--- config.mk ---
export PLATFORM = sky130hd
export DESIGN_NAME = lfe_ctrl
export DESIGN_NICKNAME = d
export VERILOG_FILES = /design/src/rtl/lfe_pkg.sv /design/src/rtl/lfe_ctrl.sv
export SDC_FILE = /design/constraint.sdc
export NUM_CORES = 1
export LEC_CHECK = 0
export BUFFER_PORTS_ARGS = -buffer_cell sky130_fd_sc_hd__clkbuf_2
export CAP_MARGIN = 10
export CORE_MARGIN = 2
export CORE_UTILIZATION = 52
export CTS_BUF_LIST = sky130_fd_sc_hd__clkbuf_16
export DETAILED_ROUTE_END_ITERATION = 8
export PLACE_DENSITY_LB_ADDON = 0.1
export SLEW_MARGIN = 20
export SYNTH_ARGS = -nofsm -noshare
export SYNTH_HDL_FRONTEND = slang
export SYNTH_SLANG_ARGS = --single-unit
export TNS_END_PERCENT = 10
--- constraint.sdc ---
create_clock -name clk -period 3.03 [get_ports clk]
set_input_delay 0.4545 -clock clk [delete_from_list [all_inputs] [get_ports clk]]
set_output_delay 0.4545 -clock clk [all_outputs]
set_load 0.02 [all_outputs]
--- src/rtl/lfe_pkg.sv ---
package lfe_pkg;

  // Item codes carried on in_mode
  localparam logic [1:0] MODE_TOGGLE = 2'd0;
  localparam logic [1:0] MODE_STEP   = 2'd1;
  localparam logic [1:0] MODE_READ   = 2'd2;

  // B3/S23 neighbor counts
  localparam logic [3:0] LIFE_SURVIVE_LOW = 4'd2;
  localparam logic [3:0] LIFE_BIRTH       = 4'd3;

  typedef enum logic [2:0] {
    ST_CLEAR,
    ST_IDLE,
    ST_CELL_RD,
    ST_CELL_DONE,
    ST_STEP
  } lfe_state_t;

  // Commands from the controller to the datapath
  typedef struct packed {
    logic latch_in;    // capture mode, col, row
    logic rd_cell;     // read the addressed row
    logic rd_step;     // read the sweep row picked by the count
    logic save_row0;   // keep the original row 0 for the last row
    logic shift_mem;   // shift the row window with memory data
    logic shift_row0;  // shift the row window with the saved row 0
    logic wr_gen;      // write a computed generation row
    logic wr_clear;    // write an all-dead row
    logic wr_cell;     // write back a toggled row
    logic resp_cell;   // emit the addressed cell
    logic resp_zero;   // emit a zero result
  } lfe_cmd_t;

endpackage

--- src/rtl/lfe_ctrl.sv ---
module lfe_ctrl #(
  parameter int GRID_ROWS = 64,
  parameter int CW        = 7
) (
  input  logic              clk,
  input  logic              rst_n,
  input  logic              start,
  input  logic [1:0]        in_mode,
  output logic              busy,
  output lfe_pkg::lfe_cmd_t cmd,
  output logic [CW-1:0]     cnt
);

  lfe_pkg::lfe_state_t state_r, state_nxt;
  logic [CW-1:0]       cnt_r, cnt_nxt;

  always_ff @(posedge clk) begin
    if (!rst_n) begin
      state_r <= lfe_pkg::ST_CLEAR;
      cnt_r   <= '0;
    end else begin
      state_r <= state_nxt;
      cnt_r   <= cnt_nxt;
    end
  end

  always_comb begin
    state_nxt = state_r;
    cnt_nxt   = cnt_r;
    cmd       = '0;
    busy      = 1'b1;
    unique case (state_r)
      lfe_pkg::ST_CLEAR: begin
        cmd.wr_clear = 1'b1;
        cnt_nxt      = cnt_r + CW'(1);
        if (cnt_r == CW'(GRID_ROWS - 1)) begin
          cnt_nxt   = '0;
          state_nxt = lfe_pkg::ST_IDLE;
        end
      end
      lfe_pkg::ST_IDLE: begin
        busy = 1'b0;
        if (start) begin
          cmd.latch_in = 1'b1;
          cnt_nxt      = '0;
          if (in_mode == lfe_pkg::MODE_STEP) begin
            state_nxt = lfe_pkg::ST_STEP;
          end else begin
            state_nxt = lfe_pkg::ST_CELL_RD;
          end
        end
      end
      lfe_pkg::ST_CELL_RD: begin
        cmd.rd_cell = 1'b1;
        state_nxt   = lfe_pkg::ST_CELL_DONE;
      end
      lfe_pkg::ST_CELL_DONE: begin
        cmd.wr_cell   = 1'b1;
        cmd.resp_cell = 1'b1;
        state_nxt     = lfe_pkg::ST_IDLE;
      end
      lfe_pkg::ST_STEP: begin
        // reads lead, the window shifts on the registered read data, writes trail
        cmd.rd_step    = (cnt_r <= CW'(GRID_ROWS));
        cmd.save_row0  = (cnt_r == CW'(2));
        cmd.shift_mem  = (cnt_r >= CW'(1)) && (cnt_r <= CW'(GRID_ROWS + 1));
        cmd.shift_row0 = (cnt_r == CW'(GRID_ROWS + 2));
        cmd.wr_gen     = (cnt_r >= CW'(4));
        cnt_nxt        = cnt_r + CW'(1);
        if (cnt_r == CW'(GRID_ROWS + 3)) begin
          cmd.resp_zero = 1'b1;
          cnt_nxt       = '0;
          state_nxt     = lfe_pkg::ST_IDLE;
        end
      end
      default: begin
        state_nxt = lfe_pkg::ST_IDLE;
      end
    endcase
  end

  assign cnt = cnt_r;

endmodule

==> impl_metrics.tcl, run 1 <==
set metrics [dict create \
    clk_pin_slew_worst_paths_ns 0.04 \
    grt_max_degree 12 \
    portBuffers 23 \
    pre_cts_ws_ns 1.05 \
    fin_worst_skew_ns 0.000906 \
    swShare_pct 25.2 \
    row_count 13 \
    start_util_pct 56.9 \
    whs_ns 0.552 \
    post-route-util_pct 69.4 \
    cts_root_buf "clkbuf_16" \
    die_area_mm2 0.00176 \
    slowest_stage "nor4_2" \
    r2r_start "cnt[1]" \
    endpoint_kind "output port" \
    cp_max_fo 6 \
    clock_latency_ns 0.24 \
    cp.required_ns 2.58 \
    grt_use_total_pct 20.8 \
    first_global_vias 633 \
    antenna_found_initial 0 \
    synth_cells 88 \
    clk_path_buf_depth 2 \
    r2r-end "cnt[5]" \
    core-area_mm2 0.00132 \
    hpwl_um 1220 \
    yosys_warnings 0 \
    io_pins 24 \
    num_vias 736 \
    min_path_cells 4 \
    hold_class "in2reg" \
    drc 0 \
    drt_first_iter_violations 34 \
    combPwrFrac_pct 14.2 \
    n_antenna_cell 0 \
    hold_path.startpoint "in_mode[0]" \
    p_leak_nw 0.405 \
    slew_violations 0 \
    p_switching_uw 114 \
    via_per_inst 5.94 \
    cts_htree_levels 1 \
    ctsResizeCount 0 \
    cts_tree "yes" \
    grt_overflow 0 \
    max_cap_violations 0 \
    fin_nets 119 \
    hold_viol 0 \
    cts.sinks 10 \
    syn_nets 97 \
    area_growth_pct 22.0 \
    p_int_uw 339 \
    die_w_um 42.0 \
    fin_ws_ns 0.778 \
    synth_flop_cell "dfxtp_1" \
    dieHeight_um 42.0 \
    p_clk_share_pct 52.0 \
    numCtsBuffers 3 \
    power_density_mw_per_mm2 496 \
    gp_congestion 0.884 \
    crit_arrival_ns 1.80 \
    irDropWorstVdd_mv 0.332 \
    synth_cell_type_count 35 \
    synthArstFlopShare_pct 0 \
    wl_per_cell_um 13.9 \
    period_share_pct 74.3 \
    synth_edf_count 0 \
    setup_viol 0 \
    post_cts_buffers 0 \
    syn_area_um2 749 \
    period_needed_ns 2.25 \
    routed_wl_um 1720 \
    synth-seq-cells 10 \
    fill_cells 112 \
    grt_pass1_wl_um 2880 \
    rsz0062_at_grt "no" \
    whs_endpoint "state_r[1]" \
    drtAntennaViolNets 0 \
    slowest_delay_ns 0.50 \
    slew_headroom_pct 68.0 \
    ff2ff_setup_slack_ns 1.12 \
    pwr-share-seq_pct 33.8 \
    holdBufCountCts 0 \
    totalPowerFinal_uw 453 \
    drive_gt1_share_pct 29.4 \
    setup_tns_ns 0 \
    fmax_mhz 444 \
    dr.pass1.iters 4 \
    status "complete, no violations" \
    reg2reg_depth 5 \
    crit_chain "nor4_2, o21ai_0, a221oi_1, clkbuf_2" \
    synth_area_per_cell_um2 8.52 \
    yosysSeqAreaShare_pct 26.7 \
    start_kind "flop" \
    worstMarginPinSlew_ns 0.476 \
    critical_path_class "reg2out" \
]
-- Yosys cell counts (2+ instances only) --
master | n | area (um2)
buf_6 | 2 | 22.5
nand3_1 | 3 | 15.0
a211oi_1 | 2 | 15.0
o21ai_0 | 2 | 10.0
inv_1 | 6 | 22.5
and3_1 | 4 | 25.0
xnor2_1 | 3 | 26.3
nor2_1 | 7 | 26.3
buf_2 | 2 | 10.0
ha_1 | 4 | 50.1
nor3_1 | 5 | 25.0
dfxtp_1 | 10 | 200
nor2b_1 | 2 | 12.5
buf_4 | 2 | 15.0
nand2b_1 | 2 | 12.5
a21oi_1 | 5 | 25.0
a32o_1 | 2 | 20.0
nor3b_1 | 3 | 22.5
nand2_1 | 6 | 22.5
-- cell families (layout without fill, tap and decap cells) --
kind of cell,Yosys count,in the layout,share of synthesized area (%)
buffers and inverters,12,33,9.35
flip-flops,10,10,26.7
AND/OR/NAND/NOR,40,40,31.6
multiplexers,1,1,1.34
adder cells (fa/ha/maj),4,4,6.68
AO/OA/AOI/OAI,18,18,20.9
XOR/XNOR,3,3,3.51
-- final cells by class --
type                       instances  area, um2  area share [%]
tap                               15       18.8            2.05
sequential                        10        200            21.9
multi-input combinational         66        479            52.4
clock inverter                     1       3.75           0.410
inverter                           6       22.5            2.46
clock buffer                       3       75.1            8.21
timing repair buffer              23        115            12.6
-- routing by layer --
| layer | part of all wire [%] | global-route usage [%] | wire (um) | up-vias |
|---|---|---|---|---|
| met5 | 0 | 0 | 0 | - |
| met4 | 0.99 | 6.45 | 17 | 0 |
| met3 | 7.3 | 4.35 | 125 | 4 |
| met2 | 46 | 33.1 | 788 | 36 |
| met1 | 46 | 27.9 | 793 | 338 |
| li1 | - | - | - | 358 |
-- power groups by stage --
stage	clock network [mW]	logic, mW	registers (mW)
2_1_floorplan	0	0.0406	0.159
3_3_place_gp	0	0.0635	0.154
3_5_place_dp	0	0.0641	0.154
4_1_cts	0.238	0.0646	0.153
5_1_grt	0.245	0.0755	0.155
6_report	0.236	0.0645	0.153
-- worst max-delay path, delay by kind of cell, from the launching register on --
kind / cells / cell delay (ns)
DFF: 1 / 0.35
AOI/OAI and AO/OA: 2 / 0.49
and+or+nand+nor: 1 / 0.50
buffers and inverters: 1 / 0.22
-- how the worst max path moves through the flow --
stage | endpoint | from | cells past startpoint | slack, ns
finish | cmd[6] | cnt[3] | 4 | 0.78
CTS | cmd[6] | cnt[3] | 4 | 0.80
global route | cmd[7] | cnt[3] | 4 | 0.57
floorplan | cmd[6] | cnt[3] | 3 | 0.95
detailed placement | cmd[6] | cnt[3] | 4 | 1.05
global placement | cmd[6] | cnt[3] | 4 | 1.09
-- state kept, by name (all words and copies together) (netlist names) --
name,count
state_r,3
cnt,7
-- layout by cell type, fill, tap and decap left out, drive strengths merged, types with 4 or more instances in the layout --
cell	n
clkbuf	26
ha	4
a21oi	5
dfxtp	10
nor2	7
nand2	6
inv	6
nor3	5
and3	4
-- per-stage QoR --
stage               cell area [um2]  cells
finish                          915    124
detailed placement              836    120
floorplan                       749     88
global route                    915    124
CTS                             915    124
global placement                836    120
No activity file was read; power rests on OpenSTA's default activity.
==> inputs of run 2 (changes only) <==
--- a/config.mk
+++ b/config.mk
@@ -8,7 +8,7 @@
 export BUFFER_PORTS_ARGS = -buffer_cell sky130_fd_sc_hd__clkbuf_2
 export CAP_MARGIN = 10
 export CORE_MARGIN = 2
-export CORE_UTILIZATION = 52
+export CORE_UTILIZATION = 49
 export CTS_BUF_LIST = sky130_fd_sc_hd__clkbuf_16
 export DETAILED_ROUTE_END_ITERATION = 8
 export PLACE_DENSITY_LB_ADDON = 0.1
==> constraint.sdc (replaced) <==
create_clock -name clk -period 2.1 [get_ports clk]
set_input_delay 0.315 -clock clk [delete_from_list [all_inputs] [get_ports clk]]
set_output_delay 0.315 -clock clk [all_outputs]
set_load 0.02 [all_outputs]
==> impl_metrics.tcl, run 2 (synthesized netlist as in run 1, its figures left out) <==
set metrics [dict create \
    start_util_pct 50.9 \
    fin_nets 122 \
    p_int_uw 504 \
    multi_input_area_um2 493 \
    cts_tree "yes" \
    row_count 14 \
    swShare_pct 25.2 \
    ctsResizeCount 0 \
    cp.required_ns 1.78 \
    p_switching_uw 170 \
    totalPowerFinal_uw 674 \
    cts_root_buf "clkbuf_16" \
    setup_viol 0 \
    p_leak_nw 0.433 \
    die_area_mm2 0.00186 \
    critPathBufInv 1 \
    cts_htree_levels 1 \
    power_density_mw_per_mm2 708 \
    drt_first_iter_violations 15 \
    slowest_delay_ns 0.40 \
    hpwl_um 1250 \
    fill_cells 141 \
    via_per_inst 5.85 \
    grt_max_degree 12 \
    drive_gt1_share_pct 33.0 \
    io_pins 24 \
    busiest_layer "met2" \
    post_cts_buffers 0 \
    pwr-share-seq_pct 31.1 \
    portBuffers 23 \
    crit_chain "nor4_4, nor2b_2, nor3b_1, clkbuf_2" \
    wl_per_cell_um 13.9 \
    start_kind "flop" \
    period_share_pct 92.7 \
    fmax_mhz 514 \
    p_clk_share_pct 50.4 \
    dieHeight_um 43.1 \
    grt_overflow 0 \
    fin_worst_skew_ns 0.00195 \
    slew_headroom_pct 74.8 \
    die_w_um 43.1 \
    critical_path_class "reg2out" \
    combPwrFrac_pct 18.5 \
    status "complete, no violations" \
    final_cell_mix "22 x clkbuf_2, 10 x dfxtp_1, 7 x nor2_1" \
    met1_usage_pct 27.8 \
    pre_cts_ws_ns 0.260 \
    num_vias 749 \
    crit_family "simple AND/OR/NAND/NOR gates" \
    dr.pass1.iters 4 \
    first_global_vias 689 \
    drtAntennaViolNets 0 \
    gp_congestion 0.831 \
    max_cap_violations 0 \
    use_met2_pct 34.0 \
    cp_max_fo 6 \
    setup_tns_ns 0 \
    fin_ws_ns 0.153 \
    routed_wl_um 1780 \
    largest_register_ffs 7 \
    grt_pass1_wl_um 3000 \
    clk_pin_slew_worst_paths_ns 0.04 \
    clock_latency_ns 0.23 \
    crit_arrival_ns 1.63 \
    hold_viol 0 \
    grt_use_total_pct 21.1 \
    drc 0 \
    slowest_stage "nor4_4" \
    area_growth_pct 27.0 \
    antenna_found_initial 0 \
    ff2ff_setup_slack_ns 0.37 \
    period_needed_ns 1.95 \
    core-area_mm2 0.00147 \
    worstMarginPinSlew_ns 0.378 \
    n_antenna_cell 0 \
    numCtsBuffers 3 \
    slew_violations 0 \
    clk_path_buf_depth 2 \
    whs_ns 0.434 \
    cts.sinks 10 \
    rsz0062_at_grt "no" \
    endpoint_kind "output port" \
    irDropWorstVdd_mv 0.366 \
    use_met3_pct 4.26 \
    holdBufCountCts 0 \
    register_area_um2 200 \
    layout_commonest_cell "clkbuf_2" \
    hold_class "in2reg" \
]
[run 2: power groups by stage]
stage                     Combinational, mW  Sequential (mW)  Clock [mW]
final                                 0.125            0.209       0.340
after global routing                  0.141            0.210       0.352
after CTS                             0.119            0.209       0.340
after detailed placement              0.117            0.212           0
after global placement                0.115            0.211           0
after floorplan                      0.0586            0.230           0
[run 2: area by class of cell]
type	count	area share (%)
Clock inverter	1	0.394
Inverter	6	2.37
Multi-Input combinational cell	66	51.8
Timing Repair Buffer	26	14.5
Sequential cell	10	21.0
Clock buffer	3	7.88
Tap cell	16	2.10
[run 2: path summary, 6_finish.rpt]
kind,start,to,cells after the start
worst max-delay path,cnt[2],cmd[7],4
worst min-delay path,start,state_r[1],3
worst max register to register,state_r[0],cnt[3],5
worst min register to register,cnt[4],cnt[4],2
[run 2: metal layers]
metal / routed length (um) / vias up
met2: 870 / 30
li1: - / 369
met3: 99 / 2
met5: 0 / -
met1: 798 / 348
met4: 9 / 0
[run 2: metrics by stage]
step	utilization [%]	std cells	area, um2
2_1_floorplan	-	88	749
3_3_place_gp	58.4	124	860
3_5_place_dp	58.4	124	860
4_1_cts	63.8	128	938
5_1_grt	64.7	128	952
6_report	64.7	128	952
[run 2: worst register-to-register path, cell delays in order, from the launching register on]
cell and delay (ns):
dfxtp_1 0.54, nor3b_1 0.36, inv_1 0.16, o311a_4 0.16, o31ai_4 0.30, nor2_1 0.09
